$ cat config.mk
export PLATFORM = sky130hd
export DESIGN_NAME = wrist_pair_steering_angle_core
export DESIGN_NICKNAME = d
export VERILOG_FILES = /design/src/rtl/core/wpsa_pkg.sv /design/src/rtl/core/wrist_pair_steering_angle_core.sv
export VERILOG_INCLUDE_DIRS = /design/src /design/src/rtl/core
export SDC_FILE = /design/constraint.sdc
export NUM_CORES = 2
export LEC_CHECK = 0
export CORE_MARGIN = 4
export CORE_UTILIZATION = 35
export CTS_BUF_LIST = sky130_fd_sc_hd__clkbuf_2
export DETAILED_ROUTE_END_ITERATION = 8
export DONT_BUFFER_PORTS = 1
export SLEW_MARGIN = 10
export SYNTH_ARGS = -nofsm -noshare
export SYNTH_HDL_FRONTEND = slang
export SYNTH_SLANG_ARGS = --single-unit
$ cat constraint.sdc
create_clock -name clk -period 20.1 [get_ports clk]
set_clock_uncertainty 0.05 [all_clocks]
set_input_delay 1.005 -clock clk [delete_from_list [all_inputs] [get_ports clk]]
set_output_delay 1.005 -clock clk [all_outputs]
set_load 0.02 [all_outputs]
$ cat src/rtl/core/wrist_pair_steering_angle_core_defines.svh
// Assertion macros shared by the steering angle core.
// Define ASSERT_OFF to compile the checks away.
`ifndef WRIST_PAIR_STEERING_ANGLE_CORE_DEFINES_SVH
`define WRIST_PAIR_STEERING_ANGLE_CORE_DEFINES_SVH

`ifndef ASSERT_OFF

// The condition holds at every clock edge outside reset.
`define ASSERT_ALWAYS(lbl, cond, msg) \
  lbl: assert property (@(posedge clk) disable iff (rst) (cond)) else $error(msg);

// Whenever ante holds, cons holds in the same cycle.
`define ASSERT_IMPL(lbl, ante, cons, msg) \
  lbl: assert property (@(posedge clk) disable iff (rst) (ante) |-> (cons)) else $error(msg);

// Whenever ante holds, cons holds in the following cycle.
`define ASSERT_NEXT(lbl, ante, cons, msg) \
  lbl: assert property (@(posedge clk) disable iff (rst) (ante) |=> (cons)) else $error(msg);

`else

`define ASSERT_ALWAYS(lbl, cond, msg)
`define ASSERT_IMPL(lbl, ante, cons, msg)
`define ASSERT_NEXT(lbl, ante, cons, msg)

`endif

`endif

$ cat src/rtl/core/wpsa_pkg.sv
package wpsa_pkg;

  // Default build parameters.
  localparam int CORDIC_STEPS_DEF = 16;
  localparam int COORD_BITS_DEF   = 16;

  // Angles are degrees in Q9.7; the CORDIC angle accumulator is Q.16.
  localparam int ANG_W      = 16;
  localparam int Z_W        = ANG_W + 9;
  localparam int ATAN_W     = 22;
  localparam int ATAN_IDX_W = 5;
  localparam int ANG_LIMIT  = 23040;
  localparam int Z_QUARTER  = 90 * 65536;

  // Serial multiplier operand widths.
  localparam int GAIN_W   = 12;
  localparam int WEIGHT_W = 9;
  localparam int PROD_W   = 28;
  localparam int EMA_W    = 26;

  localparam int CFG_IDX_W  = 2;
  localparam int CFG_DATA_W = 16;

  typedef enum logic [CFG_IDX_W-1:0] {
    REG_DEADZONE    = 2'd0,
    REG_SENSITIVITY = 2'd1,
    REG_CALIBRATION = 2'd2,
    REG_SMOOTHING   = 2'd3
  } cfg_reg_t;

  // Arctangent of 2^-i in degrees, Q.16.
  function automatic logic [ATAN_W-1:0] atan_q16(input logic [ATAN_IDX_W-1:0] idx);
    logic [ATAN_W-1:0] v;
    case (idx)
      5'd0:    v = 22'd2949120;
      5'd1:    v = 22'd1740967;
      5'd2:    v = 22'd919879;
      5'd3:    v = 22'd466945;
      5'd4:    v = 22'd234379;
      5'd5:    v = 22'd117304;
      5'd6:    v = 22'd58666;
      5'd7:    v = 22'd29335;
      5'd8:    v = 22'd14668;
      5'd9:    v = 22'd7334;
      5'd10:   v = 22'd3667;
      5'd11:   v = 22'd1833;
      5'd12:   v = 22'd917;
      5'd13:   v = 22'd458;
      5'd14:   v = 22'd229;
      5'd15:   v = 22'd115;
      5'd16:   v = 22'd57;
      5'd17:   v = 22'd29;
      5'd18:   v = 22'd14;
      5'd19:   v = 22'd7;
      5'd20:   v = 22'd4;
      5'd21:   v = 22'd2;
      5'd22:   v = 22'd1;
      default: v = 22'd0;
    endcase
    return v;
  endfunction

endpackage

$ cat src/rtl/core/wrist_pair_steering_angle_core.sv
// Steering angle from a pair of wrists. Each input request carries one camera
// frame: the tracked hand count and found flags in tuser, and the left and
// right wrist coordinates (Q2.14) in tdata. When two or more hands and both wrists are
// present, the angle of the vector from the left to the right wrist is found
// by a CORDIC vectoring unit that performs one micro-rotation per cycle, the
// calibration offset is removed, a deadzone is applied and the result is scaled
// by the sensitivity gain through a bit-serial multiplier, one gain bit per
// cycle. An exponential moving average, itself worked out one weight bit per
// cycle, gives the smoothed angle (Q9.7 degrees) returned in one output request
// per frame. Frames are processed one at a time: a new frame is taken only
// once the sequencer is back in its idle state. The CORDIC iterations, the
// twelve gain bits and the nine weight bits set the time a full frame takes;
// a frame inside the deadzone skips the multiplier, and a frame with a
// missing wrist or no horizontal separation skips the CORDIC unit as well. A
// finished result waits in the output register while the next frame is taken.
// Configuration writes must only be issued while no frame is in flight.
`include "wrist_pair_steering_angle_core_defines.svh"

module wrist_pair_steering_angle_core
  import wpsa_pkg::*;
#(
  parameter int CORDIC_STEPS = CORDIC_STEPS_DEF,
  parameter int COORD_BITS   = COORD_BITS_DEF
) (
  input  logic                  clk,
  input  logic                  rst,

  input  logic                  cfg_we,
  input  logic [CFG_IDX_W-1:0]  cfg_index,
  input  logic [CFG_DATA_W-1:0] cfg_wdata,

  input  logic                  s_axis_tvalid,
  output logic                  s_axis_tready,
  // [15:0] left_wrist_x, [31:16] left_wrist_y,
  // [47:32] right_wrist_x, [63:48] right_wrist_y
  input  logic [63:0]           s_axis_tdata,
  // [1:0] hand_count, [2] left_found, [3] right_found
  input  logic [3:0]            s_axis_tuser,

  output logic                  m_axis_tvalid,
  input  logic                  m_axis_tready,
  // [15:0] smoothed_angle
  output logic [15:0]           m_axis_tdata
);

  // The vector is scaled up by COORD_BITS guard bits; 19 bits cover the
  // coordinate difference together with the CORDIC gain.
  localparam int XW = COORD_BITS + 19;
  localparam int CNT_MAX = (CORDIC_STEPS > GAIN_W) ? CORDIC_STEPS : GAIN_W;
  localparam int CNT_W = $clog2(CNT_MAX);

  typedef enum logic [3:0] {
    S_IDLE, S_ROT, S_ANG, S_RAW, S_DZ, S_GAIN, S_SCALE, S_EMA0, S_EMA, S_OUT
  } state_t;

  state_t state;

  // Configuration registers.
  logic [14:0]              deadzone_deg;
  logic [GAIN_W-1:0]        sensitivity_gain;
  logic signed [ANG_W-1:0]  calibration_offset_deg;
  logic [WEIGHT_W-1:0]      smoothing_weight;

  // Persistent angle state.
  logic signed [ANG_W-1:0]  target_angle;
  logic signed [ANG_W-1:0]  filtered_angle;

  // Working registers.
  logic [CNT_W-1:0]         cnt;
  logic signed [XW-1:0]     cx;
  logic signed [XW-1:0]     cy;
  logic signed [Z_W-1:0]    cz;
  logic signed [ANG_W-1:0]  ang;
  logic signed [ANG_W-1:0]  raw;
  logic signed [PROD_W-1:0] mcand;
  logic [GAIN_W-1:0]        mplier;
  logic signed [PROD_W-1:0] prod;
  logic signed [EMA_W-1:0]  ta_sh;
  logic signed [EMA_W-1:0]  fa_sh;
  logic [WEIGHT_W-1:0]      w_sr;
  logic [WEIGHT_W-1:0]      v_sr;
  logic signed [EMA_W-1:0]  acc;

  // Input fields.
  logic [1:0]               hand_count;
  logic                     left_found;
  logic                     right_found;
  logic signed [15:0]       left_wrist_x;
  logic signed [15:0]       left_wrist_y;
  logic signed [15:0]       right_wrist_x;
  logic signed [15:0]       right_wrist_y;

  assign hand_count    = s_axis_tuser[1:0];
  assign left_found    = s_axis_tuser[2];
  assign right_found   = s_axis_tuser[3];
  assign left_wrist_x  = s_axis_tdata[15:0];
  assign left_wrist_y  = s_axis_tdata[31:16];
  assign right_wrist_x = s_axis_tdata[47:32];
  assign right_wrist_y = s_axis_tdata[63:48];

  logic in_acc;
  assign s_axis_tready = (state == S_IDLE) && !rst;
  assign in_acc = s_axis_tvalid && s_axis_tready;

  // Wrist difference and its scaled form for the CORDIC start.
  logic signed [16:0]    dx;
  logic signed [16:0]    dy;
  logic signed [XW-1:0]  dx_w;
  logic signed [XW-1:0]  dy_w;
  logic                  pair_ok;

  assign dx = {right_wrist_x[15], right_wrist_x} - {left_wrist_x[15], left_wrist_x};
  assign dy = {right_wrist_y[15], right_wrist_y} - {left_wrist_y[15], left_wrist_y};
  assign dx_w = XW'(dx) <<< COORD_BITS;
  assign dy_w = XW'(dy) <<< COORD_BITS;
  assign pair_ok = hand_count[1] && left_found && right_found;

  // One CORDIC micro-rotation.
  logic signed [XW-1:0]  x_sh;
  logic signed [XW-1:0]  y_sh;
  logic signed [Z_W-1:0] z_step;

  assign x_sh = cx >>> cnt;
  assign y_sh = cy >>> cnt;
  assign z_step = $signed({{(Z_W-ATAN_W){1'b0}}, atan_q16(ATAN_IDX_W'(cnt))});

  // Rounding of the accumulated angle from Q.16 to Q9.7.
  logic signed [Z_W-1:0] z_round;
  assign z_round = cz + Z_W'(256);

  // Offset removal and clamp.
  logic signed [16:0]      diff;
  logic signed [ANG_W-1:0] raw_next;

  assign diff = {ang[15], ang} - {calibration_offset_deg[15], calibration_offset_deg};

  always_comb begin
    if (diff > $signed(17'(ANG_LIMIT))) begin
      raw_next = ANG_W'(ANG_LIMIT);
    end else if (diff < $signed(-17'(ANG_LIMIT))) begin
      raw_next = -ANG_W'(ANG_LIMIT);
    end else begin
      raw_next = diff[ANG_W-1:0];
    end
  end

  // Deadzone test on the magnitude.
  logic [ANG_W-1:0] mag;
  logic             in_dz;
  assign mag = raw[ANG_W-1] ? ANG_W'(-raw) : ANG_W'(raw);
  assign in_dz = mag < {1'b0, deadzone_deg};

  // Rounded and clamped gain product.
  logic signed [PROD_W-1:0]   prod_rnd;
  logic signed [PROD_W-9:0]   prod_sh;
  logic signed [ANG_W-1:0]    scaled;

  assign prod_rnd = prod + PROD_W'(128);
  assign prod_sh = prod_rnd[PROD_W-1:8];

  always_comb begin
    if (prod_sh > $signed((PROD_W-8)'(ANG_LIMIT))) begin
      scaled = ANG_W'(ANG_LIMIT);
    end else if (prod_sh < $signed(-(PROD_W-8)'(ANG_LIMIT))) begin
      scaled = -ANG_W'(ANG_LIMIT);
    end else begin
      scaled = prod_sh[ANG_W-1:0];
    end
  end

  // Moving average weights; a weight above 1.0 saturates.
  logic [WEIGHT_W-1:0] w_sat;
  logic [WEIGHT_W-1:0] v_sat;
  assign w_sat = smoothing_weight[WEIGHT_W-1] ? WEIGHT_W'(256) : smoothing_weight;
  assign v_sat = WEIGHT_W'(256) - w_sat;

  logic signed [EMA_W-1:0] ema_add;
  logic signed [EMA_W-1:0] ema_rnd;
  assign ema_add = (w_sr[0] ? ta_sh : '0) + (v_sr[0] ? fa_sh : '0);
  assign ema_rnd = acc + EMA_W'(128);

  // Configuration write port.
  always_ff @(posedge clk) begin
    if (rst) begin
      deadzone_deg           <= '0;
      sensitivity_gain       <= GAIN_W'(256);
      calibration_offset_deg <= '0;
      smoothing_weight       <= WEIGHT_W'(64);
    end else if (cfg_we) begin
      unique case (cfg_reg_t'(cfg_index))
        REG_DEADZONE:    deadzone_deg           <= cfg_wdata[14:0];
        REG_SENSITIVITY: sensitivity_gain       <= cfg_wdata[GAIN_W-1:0];
        REG_CALIBRATION: calibration_offset_deg <= cfg_wdata;
        REG_SMOOTHING:   smoothing_weight       <= cfg_wdata[WEIGHT_W-1:0];
        default: ;
      endcase
    end
  end

  // Sequencer with its datapath registers and the output register.
  always_ff @(posedge clk) begin
    if (rst) begin
      state          <= S_IDLE;
      m_axis_tvalid  <= 1'b0;
      target_angle   <= '0;
      filtered_angle <= '0;
      cnt            <= '0;
    end else begin
      // In S_OUT the output register is reloaded instead.
      if (m_axis_tvalid && m_axis_tready && (state != S_OUT)) begin
        m_axis_tvalid <= 1'b0;
      end
      unique case (state)
        S_IDLE: begin
          if (in_acc) begin
            cnt <= '0;
            if (!pair_ok) begin
              target_angle <= '0;
              state        <= S_EMA0;
            end else if (dx == '0) begin
              // No horizontal separation: the last target stands.
              state <= S_EMA0;
            end else begin
              // The left half plane is turned by a quarter first.
              if (dx[16]) begin
                if (!dy[16]) begin
                  cx <= dy_w;
                  cy <= -dx_w;
                  cz <= Z_W'(Z_QUARTER);
                end else begin
                  cx <= -dy_w;
                  cy <= dx_w;
                  cz <= -Z_W'(Z_QUARTER);
                end
              end else begin
                cx <= dx_w;
                cy <= dy_w;
                cz <= '0;
              end
              state <= S_ROT;
            end
          end
        end
        S_ROT: begin
          if (!cy[XW-1]) begin
            cx <= cx + y_sh;
            cy <= cy - x_sh;
            cz <= cz + z_step;
          end else begin
            cx <= cx - y_sh;
            cy <= cy + x_sh;
            cz <= cz - z_step;
          end
          if (cnt == CNT_W'(CORDIC_STEPS - 1)) begin
            cnt   <= '0;
            state <= S_ANG;
          end else begin
            cnt <= cnt + 1'b1;
          end
        end
        S_ANG: begin
          ang   <= z_round[Z_W-1:9];
          state <= S_RAW;
        end
        S_RAW: begin
          raw   <= raw_next;
          state <= S_DZ;
        end
        S_DZ: begin
          if (in_dz) begin
            target_angle <= '0;
            state        <= S_EMA0;
          end else begin
            mcand  <= PROD_W'(raw);
            mplier <= sensitivity_gain;
            prod   <= '0;
            cnt    <= '0;
            state  <= S_GAIN;
          end
        end
        S_GAIN: begin
          if (mplier[0]) begin
            prod <= prod + mcand;
          end
          mcand  <= mcand <<< 1;
          mplier <= mplier >> 1;
          if (cnt == CNT_W'(GAIN_W - 1)) begin
            cnt   <= '0;
            state <= S_SCALE;
          end else begin
            cnt <= cnt + 1'b1;
          end
        end
        S_SCALE: begin
          target_angle <= scaled;
          state        <= S_EMA0;
        end
        S_EMA0: begin
          ta_sh <= EMA_W'(target_angle);
          fa_sh <= EMA_W'(filtered_angle);
          w_sr  <= w_sat;
          v_sr  <= v_sat;
          acc   <= '0;
          cnt   <= '0;
          state <= S_EMA;
        end
        S_EMA: begin
          acc   <= acc + ema_add;
          ta_sh <= ta_sh <<< 1;
          fa_sh <= fa_sh <<< 1;
          w_sr  <= w_sr >> 1;
          v_sr  <= v_sr >> 1;
          if (cnt == CNT_W'(WEIGHT_W - 1)) begin
            cnt   <= '0;
            state <= S_OUT;
          end else begin
            cnt <= cnt + 1'b1;
          end
        end
        S_OUT: begin
          // The result waits here only while the previous one is untaken.
          if (!m_axis_tvalid || m_axis_tready) begin
            filtered_angle <= ema_rnd[ANG_W+7:8];
            m_axis_tdata   <= ema_rnd[ANG_W+7:8];
            m_axis_tvalid  <= 1'b1;
            state          <= S_IDLE;
          end
        end
        default: state <= S_IDLE;
      endcase
    end
  end

  `ASSERT_NEXT(a_one_frame, in_acc, !s_axis_tready, "a second frame was taken while busy")
  `ASSERT_IMPL(a_out_source, $rose(m_axis_tvalid), $past(state == S_OUT), "result without a finished frame")
  `ASSERT_ALWAYS(a_target_range, (target_angle <= $signed(ANG_W'(ANG_LIMIT))) && (target_angle >= -$signed(ANG_W'(ANG_LIMIT))), "target angle out of range")
  `ASSERT_ALWAYS(a_filter_range, (filtered_angle <= $signed(ANG_W'(ANG_LIMIT))) && (filtered_angle >= -$signed(ANG_W'(ANG_LIMIT))), "smoothed angle out of range")

endmodule
=== Word-level counts from Yosys, hierarchy flattened ===
Memory sizes are Yosys's and may differ from the RTL's. A register that Yosys moved wholly into a read port is not among the register bits.
Index checks and enable logic that the tools add are counted.

* Add/subtract/negate cells: 20
* Order comparisons: 5
* Eq/ne operators: 27
* Shift operators: 2
* Muxes and demuxes: 64
* Bitwise logic cells: 1
* Reduce and logical (&&, ||, !) cells: 33

{| class="wikitable"
|+ Operator list
! cell !! number
|-
| $mux 35 || 12
|-
| $pmux 26 s2 || 3
|-
| $mux 25 || 6
|-
| $pmux 35 s2 || 2
|-
| $mux 16 || 7
|-
| $pmux 28 s2 || 2
|-
| $mux 28 || 3
|-
| $add 35x35->35 || 2
|-
| $neg 33->35 || 2
|-
| $sshr 35x4->35 || 2
|-
| $sub 35x35->35 || 2
|-
| $add 26x26->26 || 2
|-
| $mux 26 || 2
|-
| $sub 16x16->17 || 3
|-
| $pmux 25 s2 || 1
|-
| $mux 4 || 12
|-
| $pmux 16 s3 || 1
|-
| $pmux 4 s10 || 1
|-
| $pmux 9 s2 || 2
|-
| $add 28x28->28 || 1
|-
| $add 28x9->28 const B || 1
|-
| $add 25x10->25 const B || 1
|-
| $add 25x23->25 || 1
|-
| $sub 25x23->25 || 1
|-
| 39 further kinds || 80
|}

* Register bits: 400
* ROM bits: 352
* Output and inout bits: 18
* Logic and storage cells: 177
* Memories: 1

{| class="wikitable"
|+ Memories
! memory !! words !! width !! read ports !! clocked after memory_dff !! wr ports !! RTL line !! text
|-
| (name not given) || 16 || 22 || 1 || 1 || 0 || wpsa_pkg.sv:34 || <nowiki>case (idx)</nowiki>
|}

=== Depth between registers and ports, before layout ===
* Word-level depth: 8
* Depth in mapped cells: 27
* Depth with buffers taken out: 22

=== Worst setup path after synthesis ===
OpenSTA, ideal clock, no wires.

* Path type: input-to-reg
* From: in s_axis_tdata[32]
* To: reg cx[0], enable pin
* Setup time: 0.665 ns
* Arrival: 9.947 ns
* Data required time: 19.385 ns
* Slack: 9.437 ns
* Stages: 16
* Buffers on the path: 1
* Cells stage by stage: inv_1 > ha_1 > inv_1 > fa_1 > a211oi_1 > o21a_1 > o31ai_1 > a31o_2 > o21ai_0 > a31o_2 > clkinv_1 > buf_1 > ha_1 > nor2_1 > nor2_1 > nor3_1

* Longest elaborated chain between the ends: 4

{| class="wikitable"
|+ Ends and longest elaborated chain
! item !! RTL line !! text
|-
| from (decl) || wrist_pair_steering_angle_core.sv:36 || <nowiki>input logic [63:0] s_axis_tdata,</nowiki>
|-
| $sub 16x16->17 || wrist_pair_steering_angle_core.sv:112 || <nowiki>assign dx = {right_wrist_x[15], right_wrist_x} - {left_wrist_x[15], left_wrist_x};</nowiki>
|-
| $logic_not 17->1 || wrist_pair_steering_angle_core.sv:220 || <nowiki>end else if (dx == '0) begin</nowiki>
|-
| $ne 2x2->1 (no line) || n/a ||
|-
| $reduce_and 5->1 (no line) || n/a ||
|-
| to (signal assigned) || wrist_pair_steering_angle_core.sv:227 || <nowiki>cx <= dy_w;</nowiki>
|-
| to (signal assigned) || wrist_pair_steering_angle_core.sv:231 || <nowiki>cx <= -dy_w;</nowiki>
|-
| to (signal assigned) || wrist_pair_steering_angle_core.sv:236 || <nowiki>cx <= dx_w;</nowiki>
|-
| to (decl) || wrist_pair_steering_angle_core.sv:70 || <nowiki>logic signed [XW-1:0] cx;</nowiki>
|}

Every way passes these cells.
A chain may end at the register's enable or synchronous reset.

=== Worst setup path after layout ===
* From: reg cnt[2]
* To: reg cx[33] (data pin)

* Longest elaborated chain between the ends: 4

{| class="wikitable"
|+ Ends and longest elaborated chain
! item !! RTL line !! text
|-
| from (decl) || wrist_pair_steering_angle_core.sv:69 || <nowiki>logic [CNT_W-1:0] cnt;</nowiki>
|-
| from (signal assigned) || wrist_pair_steering_angle_core.sv:258 || <nowiki>cnt <= cnt + 1'b1;</nowiki>
|-
| from (signal assigned) || wrist_pair_steering_angle_core.sv:291 || <nowiki>cnt <= cnt + 1'b1;</nowiki>
|-
| from (signal assigned) || wrist_pair_steering_angle_core.sv:317 || <nowiki>cnt <= cnt + 1'b1;</nowiki>
|-
| $sshr 35x4->35 * || wrist_pair_steering_angle_core.sv:124 || <nowiki>assign y_sh = cy >>> cnt;</nowiki>
|-
| $add 35x35->35 / $sub 35x35->35 (equally long branches) || wrist_pair_steering_angle_core.sv:246, wrist_pair_steering_angle_core.sv:250 ||
|-
| $mux 35 * || wrist_pair_steering_angle_core.sv:245 || <nowiki>if (!cy[XW-1]) begin</nowiki>
|-
| $pmux 35 s2 * || wrist_pair_steering_angle_core.sv:213 || <nowiki>unique case (state)</nowiki>
|-
| to (signal assigned) || wrist_pair_steering_angle_core.sv:227 ||
|-
| to (signal assigned) || wrist_pair_steering_angle_core.sv:246 || <nowiki>cx <= cx + y_sh;</nowiki>
|-
| to (signal assigned) || wrist_pair_steering_angle_core.sv:250 || <nowiki>cx <= cx - y_sh;</nowiki>
|}

Mark *: on every way between the ends. The rest lies on a longest branch, timed or not.

==> run summary <==
Setup repair after global routing left no endpoint under its margin. The max-cap check violation count was 0. Clock-pin slew was measured on the worst setup and hold paths at 0.12 ns.

Using the TritonRoute via totals, the vias-per-cell ratio works out to 5.43. Setup violations remaining at the end of the flow were counted as 0. Compared with the post-synthesis result, the final layout area differs by 7.28%. The worst-case IR drop observed on VDD is 0.0000524 V. The filler cells instantiated in the layout total 10100. Of all cell types, the one taking the most synthesized area is sky130_fd_sc_hd__edfxtp_1. The tools report the post-detailed-route count of antenna-violating nets as 0. For this run, asynchronously set or reset flops after synthesis account for 0%. For this run, design rule violations remaining after detail routing come to 0. The deepest level of the CTS H-tree is 3, and the area of the mapped netlist is 34700 sq um. Data on the critical path arrives at its endpoint at 8.06 ns. For the pin with the worst max-slew slack, the measured transition is 1.14 ns.

The final period utilization is 35.8%, and the floorplan die area is 104000 sq um. Across all layers, the routed design uses 28900 vias. The highest fanout seen on the critical path is 65, and the total I/O pin count is 109.

Global routing used 17.0% of the available tracks. At the worst endpoint, the required time is 20.96 ns. The power density normalized to cell area is 126 nW/um^2. The clock root buffer was sky130_fd_sc_hd__clkbuf_2.

The run gives 0 as the max-slew violation count. The tools report the number of buffers created by CTS as 113. Total of cells resized after clock tree synthesis: 0. Measured along the y axis, the die boundary spans 323 um. Among all flip-flop cells after synthesis, the most frequent one is sky130_fd_sc_hd__edfxtp_1. Counting flops and latches in the post-synthesis netlist gives 416. The weighted congestion reported at the end of routability-driven placement is 0.900, and the number of warnings reported in the yosys synthesis log is 0.

The library cell used most frequently in the layout, excluding fill and tap cells, is sky130_fd_sc_hd__nand2_1. Before antenna repair, the detailed router went through 6 iterations. The run gives 4 as the initial antenna violation count. The run finished with clean final reports. The tools report the maximum clock frequency as 139 MHz.

TritonCTS built the clock tree. The effective utilization at floorplan is 35.3%, and the HPWL after detailed placement is 66000 um. The number of hold-slack violations in the final timing report is 0, and the delay contributed by the slowest stage of the critical path is 0.88 ns. The net count reported at finish came out at 4290. The proportion of netlist area held by the largest area contributor is 26.1%.

The critical path capture point type was a flop. Headroom to the max-slew limit came out at 22.8%. Clock network latency to the later pin of the worst-skew pair: 1.25 ns.

The total area inside the core boundary comes to 98300 sq um. Yosys mapped a number of flops with a built-in enable equal to 301. After synthesis, the cell types taking the most area are sky130_fd_sc_hd__edfxtp_1 26%, sky130_fd_sc_hd__ha_1 8.0%, sky130_fd_sc_hd__dfxtp_1 6.6%. Setup slack after layout: 12.90 ns. The worst setup path is launched from a flop. Traced cell by cell, the critical path runs through buf_4, mux4_2, mux2i_1, mux2_2, ha_1, nand2_1, o21ai_0, and4b_1, a21oi_1, xor2_1, ha_1, o21ai_0, o21bai_1, a211oi_1, o21ai_0, a221oi_1, o311ai_1, a211o_1, a21oi_1, xor2_1, nor2_1. For the finished layout, the period the worst path requires is 7.20 ns. Synthesis produced a netlist whose cell count is 3946. In the layout the commonest cells are 594 x sky130_fd_sc_hd__nand2_1, 327 x sky130_fd_sc_hd__nor2_1, 301 x sky130_fd_sc_hd__edfxtp_1, 294 x sky130_fd_sc_hd__a21oi_1, 223 x sky130_fd_sc_hd__ha_1. After the first detailed-routing iteration, the DRC count stood at 2391. The run gives 416 as the number of clock sinks.

The hold slack is 0.184 ns. The post-route setup TNS was 0 ns; the leakage component of the power was 0.0144 uW. Summed over all layers, the routed wires come to 90100 um.

The pin count of the biggest net entering global routing was 89. The tightest min-delay check is of the input pin to flop type. The number of nets in the synthesized netlist is 4291. Averaged over all synthesized cells, the footprint is 8.78 sq um. The portion of the post-synthesis area used by sequential elements was 32.7%; the average detailed-routed wire length per instance was 16.9 um. In this run the tool buffered the top-level ports with 0 buffer cells. The worst setup path is of the flop to flop kind. The die is 323 um wide. Global routing finished with a remaining overflow of 0. The number of distinct standard cells referenced by the synthesized netlist was 104; the first-pass GRT wire length was 145000 um.

Of the cells placed in the final design, the portion with a size suffix greater than 1 is 10.0%. OpenSTA, run right after detailed placement, puts the worst setup slack at 13.21 ns. The via count of the first global-routing pass is 27500, and the placement row count is 115. The clock passes through at most 3 buffers.

For this design, the slowest cell found on the critical path is sky130_fd_sc_hd__dfxtp_4. The cell that appears most often on the critical path is sky130_fd_sc_hd__o21ai_0.
-- power breakdown --
group	switching (uW)	internal, uW	leakage [uW]
combinational	1610	1190	0.00988
sequential	152	1080	0.00372
clock	390	247	0.000833
total	2160	2510	0.0144
-- critical path, delay by kind of cell (launching register included) --
family                     cells  cell delay, ns
buffers and inverters          1            0.63
muxes                          3            1.03
DFF                            1            0.88
xor gates and xnor gates       2            0.36
adders and majority gates      2            0.64
AOI/OAI and AO/OA             10            2.60
and+or+nand+nor                3            0.68
-- synth_stat cells, types with 99 or more instances --
cell,count
sky130_fd_sc_hd__xor2_1,122
sky130_fd_sc_hd__nor2_1,328
sky130_fd_sc_hd__nand3_1,99
sky130_fd_sc_hd__inv_1,157
sky130_fd_sc_hd__o21ai_0,194
sky130_fd_sc_hd__xnor2_1,193
sky130_fd_sc_hd__ha_1,223
sky130_fd_sc_hd__edfxtp_1,301
sky130_fd_sc_hd__nand2_1,596
sky130_fd_sc_hd__a21oi_1,295
sky130_fd_sc_hd__clkbuf_1,125
sky130_fd_sc_hd__dfxtp_1,115
-- flip-flops by register name (all words and copies together), names as in the netlist, 22 cells and up --
register / count
z_step: 22
cy: 35
fa_sh: 24
acc: 24
ta_sh: 24
cz: 25
mcand: 28
cx: 35
prod: 28
-- layer usage --
| layer | up-vias | global-route usage [%] | wire [um] |
|---|---|---|---|
| met5 | - | 0 | 0 |
| met4 | 0 | 5.56 | 2300 |
| met3 | 145 | 2.73 | 5080 |
| met2 | 747 | 26.6 | 39700 |
| met1 | 13700 | 24.1 | 43000 |
| li1 | 14400 | - | - |
-- cell families after synthesis --
kind of cell	after synthesis	share of synthesized area (%)
xor+xnor	316	8.02
fa+ha+maj	255	9.87
flops	416	32.7
simple gates	1455	19.3
mux	200	7.97
compound gates	966	18.1
buf+inv	338	3.98
-- stage by stage --
stage | cell area [sq um] | cells | utilization (%) | total power [uW]
5_1_grt | 37200 | 5328 | 37.8 | 5080
4_1_cts | 37200 | 5327 | 37.8 | 4680
3_5_place_dp | 35800 | 5089 | 36.4 | 4000
3_3_place_gp | 35800 | 5089 | 36.4 | 3980
2_1_floorplan | 34700 | 3946 | - | 3400
6_report | 37200 | 5330 | 37.8 | 4670
-- layout make-up --
class                      instances  area, sq um  share of cell area [%]
tap                             1287         1610                    4.33
sequential                       416        11400                    30.5
clock buffer                     184          921                    2.48
multi-input combinational       3192        22000                    59.2
clock inverter                    26          145                   0.390
inverter                         163          617                    1.66
antenna                            3         7.51                  0.0202
timing repair buffer              59          531                    1.43
-- path summary, 6_finish.rpt --
check                               start        end  slack, ns  cells past startpoint
worst min-delay path                  rst     cnt[1]       0.18                      3
worst max-delay path               cnt[2]     cx[33]      12.90                     21
worst min register to register  ta_sh[17]  ta_sh[18]       0.39                      2
worst max register to register     cnt[2]     cx[33]      12.90                     21
-- what timing repair did --
| action | in CTS | in global routing |
|---|---|---|
| hold buffers | 28 | 0 |
| setup buffers | 0 | 0 |
| endpoints found under the setup margin | 0 | 0 |
| endpoints found under the hold margin | 129 | 0 |
No activity file was read; power rests on OpenSTA's default activity.
